`src/hw/rtl/vcsd_pkg.sv`:
```
// shared types, constants and helpers for the can signal decoder
// no dependencies
`default_nettype none
package vcsd_pkg;
  localparam int unsigned NumOps = 4;
  localparam logic [13:0] ThrReset = 14'd400;
  localparam logic [7:0]  KickdownMark = 8'hB4;
  localparam logic [7:0]  KeyPos2Byte = 8'h45;
  localparam logic [7:0]  KeyCrankByte = 8'h55;
  localparam logic [7:0]  GearParkByte = 8'hE3;
  localparam logic [7:0]  GearRevByte = 8'hC2;

  // back-end operation kinds
  typedef enum logic [2:0] {
    OP_DIRECT = 3'd0,
    OP_THROTTLE = 3'd1,
    OP_SPEED = 3'd2,
    OP_STEER = 3'd3,
    OP_BATTERY = 3'd4
  } op_kind_t;

  // one queued result job
  typedef struct packed {
    logic [4:0]  code;
    op_kind_t    kind;
    logic [39:0] value;  // direct value or operand
    logic        kick;
    logic        last;
    logic [2:0]  key_position;
    logic [1:0]  ignition_state;
    logic        engine_running;
    logic        engine_cranking;
  } job_t;

  // window and brake scaling, exact integer forms
  // 255/80 reduces to 51/16
  function automatic logic [7:0] win_scale(input logic [7:0] b);
    logic [7:0] m;
    logic [15:0] p;
    m = (b < 8'h50) ? b : 8'h50;
    p = 16'(m) * 16'd51;
    return 8'(p >> 4);
  endfunction

  function automatic logic [7:0] brake_scale(input logic [7:0] b);
    logic [7:0] m;
    logic [15:0] p;
    m = (b < 8'h80) ? b : 8'h80;
    p = 16'(m) * 16'd255;
    return 8'(p >> 7);
  endfunction
endpackage
`default_nettype wire

```
`src/hw/rtl/vcsd_queue.sv`:
```
// two-entry job queue between front and back
// uses vcsd_pkg
`default_nettype none
module vcsd_queue (
  input  wire logic           clk,
  input  wire logic           rst,
  input  wire vcsd_pkg::job_t wr_job,
  input  wire logic           wr_valid,
  output logic                wr_ready,
  output vcsd_pkg::job_t      rd_job,
  output logic                rd_valid,
  input  wire logic           rd_ready
);
  vcsd_pkg::job_t mem [2];
  logic wp, rp;
  logic [1:0] count;
  logic wr, rd;
  assign wr_ready = count != 2'd2;
  assign rd_valid = count != 2'd0;
  assign rd_job = mem[rp];
  assign wr = wr_valid && wr_ready;
  assign rd = rd_valid && rd_ready;
  always_ff @(posedge clk) begin
    if (wr) mem[wp] <= wr_job;
    if (rst) begin
      wp <= 1'b0;
      rp <= 1'b0;
      count <= 2'd0;
    end else begin
      if (wr) wp <= !wp;
      if (rd) rp <= !rp;
      count <= count + {1'b0, wr} - {1'b0, rd};
    end
  end
endmodule
`default_nettype wire

```
`config.mk`:
```
export PLATFORM = sky130hd
export DESIGN_NAME = vcsd_queue
export DESIGN_NICKNAME = d
export VERILOG_FILES = /design/src/hw/rtl/vcsd_pkg.sv /design/src/hw/rtl/vcsd_queue.sv
export SDC_FILE = /design/constraint.sdc
export NUM_CORES = 1
export LEC_CHECK = 0
export BUFFER_PORTS_ARGS = -buffer_cell sky130_fd_sc_hd__buf_2
export CAP_MARGIN = 10
export CORE_UTILIZATION = 35
export DETAILED_ROUTE_END_ITERATION = 8
export PLACE_DENSITY = 0.62
export SYNTH_ARGS = -nofsm -noshare
export SYNTH_HDL_FRONTEND = slang
export SYNTH_SLANG_ARGS = --single-unit
```
`constraint.sdc`:
```
create_clock -name clk -period 2.4 [get_ports clk]
set_input_delay 0.48 -clock clk [delete_from_list [all_inputs] [get_ports clk]]
set_output_delay 0.48 -clock clk [all_outputs]
set_load 0.005 [all_outputs]
```
## Word level (Yosys, flattened, before mapping)

Memories as Yosys holds them, arrays and structs flattened. A register that Yosys moved wholly into a read port is not among the register bits.
Index checks and enable logic that the tools add are counted.
W data, S select, Z words.

- Bits in registers: 4
- RAM bits: 114
- Input port bits: 61
- Output and inout port bits: 59
- Logic and storage cells: 16
- Memories: 1

- Add/sub/neg operators: 2
- Eq/ne operators: 1
- Muxes and demuxes: 4
- Reductions and logical operators: 5

Memories:

| memory | words | bits a word | rd ports | clocked after Yosys merged registers in | wr ports | RTL line | text |
|---|---|---|---|---|---|---|---|
| mem | 2 | 57 | 1 | 1 | 1 | vcsd_queue.sv:14 | `vcsd_pkg::job_t mem [2];` |

Operator list:

| kind | number |
|---|---|
| $mux W1 | 4 |
| $add A2 B1 Y2 | 1 |
| $logic_and A1 B1 Y1 | 2 |
| $logic_not A1 Y1 | 2 |
| $ne A2 B2 Y1 const B | 1 |
| $reduce_bool A2 Y1 | 1 |
| $sub A2 B1 Y2 | 1 |

## Logic depth before layout (Yosys ltp)

- Depth after elaboration: 4
- Depth in mapped cells: 6
- Mapped depth without buffers: 6

## Worst setup path before layout

Ideal clock, no wire load.

- Path type: reg2reg
- From: reg count[0]
- To: mem mem[1][0] (netlist name) (enable)
- Library setup time: 421 ps
- Arrival time: 1,990 ps
- Required time: 1,979 ps
- Setup slack: -11 ps
- Stages on the path, launching flop included: 3
- Buffers on the path: 0
- Cell sequence: dfxtp_1 nand2b_1 and3_1

- Word-level cells in the longest chain between the ends: 4

RTL lines:

| element | RTL line | text |
|---|---|---|
| start, declared | vcsd_queue.sv:16 | `logic [1:0] count;` |
| start signal, assigned | vcsd_queue.sv:32 | `count <= count + {1'b0, wr} - {1'b0, rd};` |
| $ne A2 B2 Y1 | vcsd_queue.sv:18 | `assign wr_ready = count != 2'd2;` |
| net wr_ready | vcsd_queue.sv:9 | `output logic wr_ready,` |
| $logic_and A1 B1 Y1 | vcsd_queue.sv:21 | `assign wr = wr_valid && wr_ready;` |
| $mux W1 | vcsd_queue.sv:24 | `if (wr) mem[wp] <= wr_job;` |
| $mux W1 (implied by the code) | vcsd_queue.sv:24 |  |
| end, declared | vcsd_queue.sv:14 |  |

The timed path passes the listed nets, and every way through them passes these cells.

==> impl_metrics.json <==
{
  "cts_tree": "done",
  "num_antenna_cells": 0,
  "synth_top_family_by_area": "multiplexers",
  "arrival_ns": 1.73,
  "finalWeightedCongestion": 0.6623,
  "die_y_um": 113.9,
  "worstHoldPathCells": 1,
  "r2r-end": "mem[0][12]",
  "grt_use_total_pct": 12.49,
  "clock_latency_ns": 0.40,
  "crit_fanout": 25,
  "grt_pass1_vias": 2331,
  "synthMuxAreaShare_pct": 14.64,
  "path_class": "register to primary output",
  "die_area_sq_um": 12970,
  "viasPerCell": 4.379,
  "setup_violations": 0,
  "area_growth_pct": 31.14,
  "port_buffers": 119,
  "crit_path_top_delay_cell": "dfxtp_2",
  "p_per_area_nw_per_um2": 1003,
  "nFillCells": 1078,
  "rsz0062_at_grt": "false",
  "synth_compound_area_share_pct": 0.9991,
  "fin_ws_ns": 0.1918,
  "area.sequential_sq_um": 3525,
  "combPwrFrac_pct": 15.5,
  "crit_path_max_incr_delay_ns": 0.59,
  "postPlaceCellArea_sq_um": 5223,
  "root_buffer": "clkbuf_16",
  "vias": 2286,
  "grt_pass1_wl_um": 11630,
  "status": "complete, no violations",
  "cpLargestDelayFamily": "flip-flops",
  "start_util_pct": 36.19,
  "final_area_sq_um": 5748,
  "drv_cap": 0,
  "synthArstFlopShare_pct": 0,
  "yosysMostFrequentCell": "edfxtp_1",
  "worstPathBufferInverterCount": 2,
  "whs_endpoint": "mem[1][18]",
  "r2r_start": "count[0]",
  "ant_nets": 0,
  "drt_first_iter_violations": 102,
  "p_switching_mw": 1.287,
  "dp_slack_ns": 0.5852,
  "die_w_um": 113.9,
  "pwr-share-clk_pct": 39.2,
  "clock-skew-final_ns": 0.003482,
  "synth_seq_area_share_pct": 80.39,
  "drive_gt1_share_pct": 42.94,
  "overflow": 0,
  "total_leakage_power_nw": 2.170,
  "sw_frac_of_total_pct": 22.32,
  "tns_ns": 0,
  "fmax_mhz": 452.9,
  "period_share_pct": 92.01,
  "cts_hold_buffers": 0,
  "routed_wire_length_per_instance_um": 14.52,
  "syn_area_per_cell_sq_um": 21.28,
  "grt_max_degree": 42,
  "min-delay-start": "wr_job[18]",
  "htreeDepth": 4,
  "finalPower_mw": 5.765,
  "intPower_mw": 4.478,
  "synth-edff-count": 114,
  "synth_top_cells_by_count": "114 x edfxtp_1, 57 x mux2_1, 5 x dfxtp_1, 4 x nor2_1, 3 x buf_6",
  "r2r_cells": 4,
  "worstPathRequired_ns": 1.92,
  "antenna_found_initial": 0,
  "cts_made_buffers": 17,
  "seq_power_share_pct": 45.3,
  "synth_cell_types": 25,
  "coreArea_sq_um": 12110,
  "drv_slew": 0,
  "drc": 0,
  "final.min_clock_period_ns": 2.208,
  "clock_path_buffers": 2,
  "ir_worst_vdd_v": 0.0005402,
  "max_slew_margin_pct": 63.97,
  "finalHoldViolCount": 0,
  "synth_top_cell_area_share_pct": 78.10,
  "totalWireLength_um": 7577,
  "cts_resized": 0,
  "ios": 120,
  "clkSlewWorstSetupHoldPaths_ns": 0.05,
  "startpoint_type": "register",
  "rows": 40,
  "synth_area_leader_cell": "edfxtp_1",
  "hold_path.class": "input pin to register",
  "synth_xor_area_share_pct": 0.1998,
  "multiInputGateArea_sq_um": 805.8,
  "ys.flop_type": "edfxtp_1",
  "cts_sinks": 119,
  "cts_setup_buffers": 0,
  "r2r_slack_ns": 0.72,
  "postSynthCellCount": 206,
  "place_hpwl_um": 4901,
  "yosysWarnings": 0,
  "final_core_util_pct": 47.46,
  "synth_fp_nets": 268,
  "worst_pin_slew_ns": 0.5404,
  "synth-simple-area-share_pct": 2.227,
  "synthAdderAreaFrac_pct": 0.2855,
  "yosys-top-cells-area": "edfxtp_1 78%, mux2_1 15%, dfxtp_1 2.3%",
  "nets": 406,
  "synthesis.area_sq_um": 4383,
  "firstDrtPassIters": 4,
  "worstPathCellList": "buf_12, mux2_1, buf_2",
  "synth-seq-cells": 119,
  "endpoint_kind": "primary output"
}
==> how the worst max path moves through the flow <==
stage,start,slack [ns],cells past startpoint,to
finish,register,0.19,3,rd_job[16]
global route,register,0.09,3,rd_job[44]
CTS,register,0.15,3,rd_job[44]
detailed placement,register,0.59,3,rd_job[44]
global placement,register,0.59,3,rd_job[5]
floorplan,count[0],0.19,3,mem[0][0]
==> power by group through the flow <==
stage,Clock [mW],Combinational (mW),Sequential (mW)
finish,2.26,0.893,2.61
global route,2.41,0.994,2.63
CTS,2.33,0.922,2.62
detailed placement,0,0.915,2.65
global placement,0,0.909,2.64
floorplan,0,0.530,2.61
==> sequential cells by signal, indices dropped and copies added (netlist names), named ones only <==
register,flops
mem,114
wp,1
count,2
rp,1
==> cell type report <==
type | instances | area share [%]
clock inverter | 7 | 1.415
timing repair buffer | 125 | 11.80
inverter | 1 | 0.06530
sequential | 119 | 61.32
multi-input combinational | 80 | 14.02
tap | 168 | 3.657
clock buffer | 22 | 7.727
==> logic make-up after synthesis <==
logic type	Yosys count
DFF	119
muxes	57
and+or+nand+nor	15
buffers and inverters	7
AOI/OAI and AO/OA	6
xor gates and xnor gates	1
adders and majority gates	1
==> layout by cell type, fill, tap and decap left out <==
cell type and count:
buf_2 119, edfxtp_1 114, mux2_1 57, clkbuf_16 17, clkbuf_1 5, nor2_1 4
dfxtp_1 4, clkinv_1 3, buf_4 3, buf_12 3, nor2b_1 2, bufinv_16 2
clkinv_2 2, nand2b_1 1, o21ba_1 1, nand3_1 1, o21ai_0 1, and3_2 1
nand3b_1 1, inv_2 1, or2_2 1, o21ai_1 1, xor2_1 1, a21bo_1 1
a21oi_1 1, and3_1 1, nor4bb_2 1, nor4_1 1, o31a_1 1, nor3_2 1
ha_1 1, dfxtp_2 1
==> through the flow <==
stage,cells,hold WS [ns]
final,522,0.2663
after global routing,522,0.2421
after CTS,522,0.2431
after detailed placement,493,0.4916
after global placement,493,0.4870
after floorplan,206,0.4725
==> metal layers <==
layer / track usage [%] / wire length, um / vias up
li1: - / - / 1090
met2: 20.33 / 3688 / 82
met5: 0 / 0 / -
met4: 4.935 / 87 / 0
met3: 6.217 / 530 / 8
met1: 14.03 / 3271 / 1106
Power figures use the tool's default switching activity.
