`src/hw/rtl/vcsd_pkg.sv`:
```
// shared types, constants and helpers for the can signal decoder
// no dependencies
`default_nettype none
package vcsd_pkg;
  localparam int unsigned NumOps = 4;
  localparam logic [13:0] ThrReset = 14'd400;
  localparam logic [7:0]  KickdownMark = 8'hB4;
  localparam logic [7:0]  KeyPos2Byte = 8'h45;
  localparam logic [7:0]  KeyCrankByte = 8'h55;
  localparam logic [7:0]  GearParkByte = 8'hE3;
  localparam logic [7:0]  GearRevByte = 8'hC2;

  // back-end operation kinds
  typedef enum logic [2:0] {
    OP_DIRECT = 3'd0,
    OP_THROTTLE = 3'd1,
    OP_SPEED = 3'd2,
    OP_STEER = 3'd3,
    OP_BATTERY = 3'd4
  } op_kind_t;

  // one queued result job
  typedef struct packed {
    logic [4:0]  code;
    op_kind_t    kind;
    logic [39:0] value;  // direct value or operand
    logic        kick;
    logic        last;
    logic [2:0]  key_position;
    logic [1:0]  ignition_state;
    logic        engine_running;
    logic        engine_cranking;
  } job_t;

  // window and brake scaling, exact integer forms
  // 255/80 reduces to 51/16
  function automatic logic [7:0] win_scale(input logic [7:0] b);
    logic [7:0] m;
    logic [15:0] p;
    m = (b < 8'h50) ? b : 8'h50;
    p = 16'(m) * 16'd51;
    return 8'(p >> 4);
  endfunction

  function automatic logic [7:0] brake_scale(input logic [7:0] b);
    logic [7:0] m;
    logic [15:0] p;
    m = (b < 8'h80) ? b : 8'h80;
    p = 16'(m) * 16'd255;
    return 8'(p >> 7);
  endfunction
endpackage
`default_nettype wire

```
`src/hw/rtl/vcsd_back.sv`:
```
// back end: scaling arithmetic in two stages with an output register
// uses vcsd_pkg
`default_nettype none
module vcsd_back (
  input  wire logic           clk,
  input  wire logic           rst,
  input  wire vcsd_pkg::job_t job,
  input  wire logic           job_valid,
  output logic                job_ready,
  output vcsd_pkg::job_t      res,
  output logic                res_valid,
  input  wire logic           res_ready
);
  // stage 1: multiply by reciprocal
  vcsd_pkg::job_t s1;
  logic s1_v;
  logic [47:0] prod;   // magnitude times reciprocal
  logic        neg, neg_r;
  logic [23:0] mag, mag_r;
  logic [23:0] recip;
  logic [23:0] dvs, dvs_r;
  logic        adv1, adv2;
  logic [39:0] fin;
  logic [23:0] q0, qc;
  logic [47:0] rem;
  vcsd_pkg::job_t res_next;

  assign adv2 = !res_valid || res_ready;
  assign adv1 = !s1_v || adv2;
  assign job_ready = adv1;

  // operand and reciprocal select, dividend below 2^24
  always_comb begin
    neg = 1'b0;
    mag = '0;
    recip = '0;
    dvs = 24'd1;
    case (job.kind)
      vcsd_pkg::OP_THROTTLE: begin
        mag = (job.value[15:0] > 16'd255) ? 24'(job.value[15:0] - 16'd255) * 24'd254 : 24'd0;
        dvs = 24'd64809;
        recip = 24'd258;          // floor(2^24/64809)
      end
      vcsd_pkg::OP_SPEED: begin
        mag = {job.value[15:0], 8'd0};
        dvs = 24'd100;
        recip = 24'd167772;
      end
      vcsd_pkg::OP_STEER: begin
        neg = job.value[15];
        mag = {neg ? 16'(-job.value[15:0]) : job.value[15:0], 8'd0};
        dvs = 24'd23;
        recip = 24'd729444;
      end
      vcsd_pkg::OP_BATTERY: begin
        neg = job.value[15:0] < 16'hF000;
        mag = {neg ? 16'(16'hF000 - job.value[15:0]) : 16'(job.value[15:0] - 16'hF000), 8'd0};
        dvs = 24'd68;
        recip = 24'd246723;
      end
      default: mag = '0;
    endcase
  end

  always_ff @(posedge clk) begin
    if (adv1) begin
      s1 <= job;
      prod <= 48'(mag) * 48'(recip);
      mag_r <= mag;
      dvs_r <= dvs;
      neg_r <= neg;
    end
    if (rst) s1_v <= 1'b0;
    else if (adv1) s1_v <= job_valid;
  end

  // stage 2: correct quotient estimate, sign, throttle clamp
  always_comb begin
    q0 = prod[47:24];
    rem = 48'(mag_r) - 48'(q0) * 48'(dvs_r);
    qc = q0;
    if (rem >= 48'(dvs_r)) qc = q0 + 24'd1;
    if (rem >= 48'(2 * dvs_r)) qc = q0 + 24'd2;
    fin = s1.value;
    case (s1.kind)
      vcsd_pkg::OP_THROTTLE: begin
        if (s1.kick) fin = 40'd255 << 8;
        else fin = {24'd0, (qc > 24'd254) ? 8'd254 : qc[7:0], 8'd0};
      end
      vcsd_pkg::OP_SPEED: fin = 40'(qc);
      vcsd_pkg::OP_STEER, vcsd_pkg::OP_BATTERY:
        fin = neg_r ? -40'(qc) : 40'(qc);
      default: fin = s1.value;
    endcase
    res_next = s1;
    res_next.value = fin;
  end

  always_ff @(posedge clk) begin
    if (adv2 && s1_v) res <= res_next;
    if (rst) res_valid <= 1'b0;
    else if (adv2) res_valid <= s1_v;
  end
endmodule
`default_nettype wire

```
`config.mk`:
```
export PLATFORM = sky130hd
export DESIGN_NAME = vcsd_back
export DESIGN_NICKNAME = d
export VERILOG_FILES = /design/src/hw/rtl/vcsd_pkg.sv /design/src/hw/rtl/vcsd_back.sv
export SDC_FILE = /design/constraint.sdc
export NUM_CORES = 2
export LEC_CHECK = 0
export ABC_AREA = 1
export BUFFER_PORTS_ARGS = -buffer_cell sky130_fd_sc_hd__buf_4
export CAP_MARGIN = 25
export CELL_PAD_IN_SITES_DETAIL_PLACEMENT = 1
export CELL_PAD_IN_SITES_GLOBAL_PLACEMENT = 1
export CORE_ASPECT_RATIO = 0.5
export CORE_MARGIN = 2
export CORE_UTILIZATION = 50
export CTS_CLUSTER_DIAMETER = 50
export DETAILED_ROUTE_END_ITERATION = 16
export PLACE_DENSITY = 0.88
export SLEW_MARGIN = 20
export SYNTH_ARGS = -nofsm -noshare
export SYNTH_HDL_FRONTEND = slang
export SYNTH_SLANG_ARGS = --single-unit
```
`constraint.sdc`:
```
create_clock -name clk -period 29.1 [get_ports clk]
set_input_delay 1.455 -clock clk [delete_from_list [all_inputs] [get_ports clk]]
set_output_delay 1.455 -clock clk [all_outputs]
set_load 0.05 [all_outputs]
```
* After elaboration in Yosys (flattened, before gate mapping)
Index checks and enable logic that the tools add are counted.
** Storage, ports and cells
- Logic and storage cells :: 67
- Input port bits :: 61
- Output and inout port bits :: 59
- Bits in registers :: 213
** Operators by class
- Multiplexer cells :: 13
- $lt $le $gt $ge :: 5
- Reduce and logical (&&, ||, !) cells :: 6
- $mul :: 3
- Equal/unequal tests :: 8
- $add $sub $neg :: 8
** Operators by type and width (number)
- $pmux 40 s3 :: 1
- $mul 24x24->48 :: 2
- $pmux 24 s4 :: 1
- $pmux 20 s4 :: 1
- $mux 24 :: 3
- $pmux 16 s4 :: 1
- $ge 48x24->1 :: 1
- $ge 48x25->1 :: 1
- $mux 16 :: 3
- $sub 24x48->48 :: 1
- $mux 40 :: 1
- $neg 24->40 :: 1
- $add 24x1->24 const B :: 1
- $add 24x2->24 const B :: 1
- $gt 24x8->1 const B :: 1
- $mul 24x7->23 const B :: 1
- $sub 16x8->17 const B :: 1
- $gt 16x8->1 const B :: 1
- $lt 16x16->1 const B :: 1
- $neg 16->16 :: 1
- $sub 16x16->16 const A :: 1
- $sub 16x16->16 const B :: 1
- $eq 3x2->1 const B :: 4
- $mux 8 :: 1
- other kinds (7) :: 11

* Longest topological paths before layout
- Depth after elaboration :: 9
- Gate-level depth with buffers :: 55
- Gate-level depth less buffers :: 54

* Least setup slack after synthesis
OpenSTA, ideal clock, no wires.
- Path type :: input port to flip-flop
- Start :: in job[14] (netlist bit)
- End :: reg prod[45], data pin
- Stages on the path :: 46
- Path slack :: 16833 ps
- Required time :: 28835 ps
- Arrival time :: 12001 ps
- Buffers on the path :: 1
- Library setup time :: 265 ps
- Cell sequence :: buf_2 inv_1 nor4_1 nand3_1 inv_1 a41o_1 xor2_1 inv_1 fa_1 inv_1 fa_1 fa_1 fa_1 inv_1 ha_1 nand2_1 o21ai_0 a21oi_1 [... 10 more ...] fa_1 inv_1 fa_1 fa_1 inv_1 fa_1 inv_1 ha_1 nand2_1 nor2_1 nand4_1 o2111ai_1 nand4_1 o211ai_1 inv_1 o31ai_1 a21oi_1 xor2_1
** On the way
- Cells in the longest elaborated chain, start to end :: 5
- Elaborated cells on any way between the ends :: 12
- Those cells by class :: add/sub (4); mul (2); order compare (2); mux (4)
** Ends and longest elaborated chain
- from (decl) :: line vcsd_back.sv:7 : input wire vcsd_pkg::job_t job,
- $sub 16x8->17 :: line vcsd_back.sv:40 : mag = (job.value[15:0] > 16'd255) ? 24'(job.value[15:0] - 16'd255) * 24'd254 : 24'd0;
- $mul 24x7->23 :: line vcsd_back.sv:40
- $mux 24 :: line vcsd_back.sv:40
- $pmux 24 s4 * :: line vcsd_back.sv:38 : case (job.kind)
- net mag[18] :: line vcsd_back.sv:19 : logic [23:0] mag, mag_r;
- $mul 24x24->48 * :: line vcsd_back.sv:68 : prod <= 48'(mag) * 48'(recip);
- to (signal assigned) :: line vcsd_back.sv:68
- to (decl) :: line vcsd_back.sv:17 : logic [47:0] prod;
The timed path passes the listed nets; every way through them passes the cells marked *.
A chain may end at the register's enable or synchronous reset.

* Worst setup path after layout
- Start :: in job[9] (netlist bit)
- End :: reg prod[45], data pin
Same word-level chain as after synthesis.

==> flow_summary.rst <==
.. list-table::
   :header-rows: 1

   * - Metric
     - Value
   * - Status
     - completed
   * - Final Max Tran Viols
     - 0
   * - CTS Buffer Depth
     - 2
   * - Critical path startpoint category
     - primary input
   * - Commonest cells after routing, fill and taps aside
     - sky130_fd_sc_hd__inv_1, sky130_fd_sc_hd__nand2_1, sky130_fd_sc_hd__fa_1
   * - Actual slew at the worst max-slew pin
     - 1080 ps
   * - Share of final-layout standard cells stronger than drive strength 1
     - 6.01%
   * - Total wire length
     - 146000 microns
   * - Capturing element type of the critical path
     - register
   * - Maximum number of pins on one net before global-route repair
     - 59
   * - Detailed-route vias per instance
     - 5.43
   * - Wire length of the first global-routing pass
     - 223000 microns
   * - Min-delay worst type
     - reg2reg
   * - Final critical-path share of the clock period
     - 46.5%
   * - Reported max-cap violation count
     - 0
   * - Metal1 wirelength
     - 57500 microns
   * - Total of flip-flops plus latches after synthesis
     - 169
   * - GR Util All Layers
     - 35.8%
   * - Height of the die
     - 205 microns
   * - Number of buffers inserted by post-CTS setup repair
     - 0
   * - Initial antenna violation count
     - 6
   * - Max stage delay cell, worst path
     - sky130_fd_sc_hd__xor2_1
   * - TritonCTS Buffers
     - 17
   * - Synth warnings
     - 0
   * - Resized cells post-CTS
     - 0
   * - Initial drt markers
     - 2889
   * - DRC
     - 0
   * - Mean post-synth cell area
     - 8.05 sq um
   * - Crit path arrival time
     - 13780 ps
   * - Worst skew pair latency
     - 490 ps
   * - Via Count
     - 34400
   * - Total core area
     - 79700 sq um
   * - Post-layout nets
     - 6441
   * - Worst setup skew after layout
     - 15.9 ps
   * - Post-CTS Hold Fix Bufs
     - 0
   * - Max transition margin
     - 27.3%
   * - GRT Residual Overflow
     - 0
   * - Total die area
     - 83200 sq um
   * - Routability Congestion
     - 1.03
   * - Via count of the first global-routing pass
     - 38500
   * - Std cell rows
     - 73
   * - Area taken by multi-input logic gates
     - 29800 sq um
   * - Initial core utilization
     - 50.7%
   * - Main synth FF type
     - sky130_fd_sc_hd__edfxtp_1
   * - Number of enable-type register cells in the synthesized netlist
     - 167
   * - Largest stage delay, worst path
     - 600 ps
   * - DRT antenna net count
     - 0
   * - Worst-path clk slew
     - 80 ps
   * - Sum of net half-perimeters after detailed placement
     - 128000 microns
   * - Number of setup violations in the final report
     - 0
   * - Top-level I/O count
     - 120
   * - Amount of wire on met3 after detailed routing
     - 11400 microns
   * - Distinct cell type count of the synthesized netlist
     - 63
   * - First-pass detailed-route iteration total
     - 6
   * - Fill cells
     - 9909
   * - Fraction of registers with async set or reset after synthesis
     - 0%
   * - Post-DR wirelength/cell
     - 23.1 microns
   * - Storage cell area
     - 5050 sq um
   * - Cell Area, Synth
     - 40400 sq um
   * - Length of routed met2 wiring
     - 69500 microns
   * - Die width
     - 406 microns
   * - Clock tree from TritonCTS
     - yes
   * - Minimum period implied by the final worst setup slack
     - 13550 ps
   * - Most common cell after layout, fill and taps aside
     - sky130_fd_sc_hd__inv_1
   * - Critical path type
     - in2reg
   * - Maximum clock frequency
     - 73.8 MHz
   * - Area Overhead vs Synth
     - 8.07%
   * - Required time of the critical path
     - 29330 ps
   * - Unrepaired setup endpoints after global routing
     - no
   * - Gate Count Post-Synth
     - 5017
   * - Biggest fanout along the worst timing path
     - 9
   * - Final sum of negative setup slack
     - 0 ps
   * - Final Hold Vio Count
     - 0
   * - Top routing layer used
     - met5
   * - Num Clock Sinks
     - 169
   * - Number of I/O port buffers
     - 119
   * - Fraction of the yosys area taken by sequential cells
     - 12.5%
   * - Number of H-tree levels
     - 4
   * - Worst Hold Margin
     - 429 ps
   * - Cell chosen for the clock root
     - sky130_fd_sc_hd__clkbuf_16
-- layer usage --
metal	track usage, %	vias to the layer above
li1	-	15200
met1	44.2	17400
met2	60.6	1386
met3	6.70	419
met4	17.0	2
met5	0	-
-- worst max-delay path: cells and delay by family --
family / cells / cell delay [ps]
AO/OA/AOI/OAI: 9 / 2260
XOR/XNOR: 2 / 770
buffers and inverters: 12 / 1100
adder cells (fa/ha/maj): 14 / 6460
AND/OR/NAND/NOR: 9 / 1690
-- state kept, by name, indices dropped and copies added (netlist names) --
signal	flops
s1	40
dvs_r	6
prod	23
s1_v	1
res	57
mag_r	23
res_next	17
res_valid	1
neg_r	1
-- worst paths after layout --
kind / startpoint / to / slack (ps) / depth (start not counted)
worst min-delay path: res_next[3] / res[3] / 430 / 0
worst max register to register: dvs_r[14] / res[35] / 18570 / 43
worst min register to register: res_next[3] / res[3] / 430 / 0
worst max-delay path: job[9] / prod[45] / 15550 / 46
-- cell type report --
class	instances	area share (%)
Clock buffer	17	0.974
Clock inverter	15	0.384
Multi-Input combinational cell	3368	68.3
Sequential cell	169	11.6
Tap cell	1087	3.11
Antenna cell	3	0.0172
Timing Repair Buffer	148	2.60
Inverter	1521	13.1
-- synthesized netlist by cell type, types with 43 or more instances --
library cell	n	share of area [%]
sky130_fd_sc_hd__inv_1	1500	14
sky130_fd_sc_hd__nand2_1	1015	9.4
sky130_fd_sc_hd__fa_1	664	33
sky130_fd_sc_hd__ha_1	491	15
sky130_fd_sc_hd__nor2_1	315	2.9
sky130_fd_sc_hd__edfxtp_1	167	12
sky130_fd_sc_hd__nand3_1	159	2.0
sky130_fd_sc_hd__a21oi_1	142	1.8
sky130_fd_sc_hd__xor2_1	82	1.8
sky130_fd_sc_hd__o21ai_0	71	0.88
sky130_fd_sc_hd__clkbuf_1	55	0.51
sky130_fd_sc_hd__nand4_1	43	0.67
-- kinds of logic (layout without fill, tap and decap cells) --
kind of cell    count (synthesis)  count (layout)  share of synthesized area [%]
fa+ha+maj                    1156            1156                           48.1
buf+inv                      1588            1701                           14.8
compound gates                309             309                           4.47
xor+xnor                       96              96                           2.08
flops                         169             169                           12.5
other cells                     2             113                         0.0186
simple gates                 1696            1696                           17.9
mux                             1               1                         0.0248
-- stage by stage --
stage / util, % / std cells / area, sq um / worst slack (ps)
6_report: 54.8 / 6328 / 43700 / 15550
5_1_grt: 54.8 / 6325 / 43700 / 14610
4_1_cts: 54.7 / 6324 / 43600 / 15670
3_5_place_dp: 54.0 / 6292 / 43000 / 15190
3_3_place_gp: 53.9 / 6289 / 43000 / 14950
2_1_floorplan: - / 5125 / 40800 / 16830
Power is not shown: default switching activity piles up to over one toggle a cycle in this logic, so the estimate is an artifact.
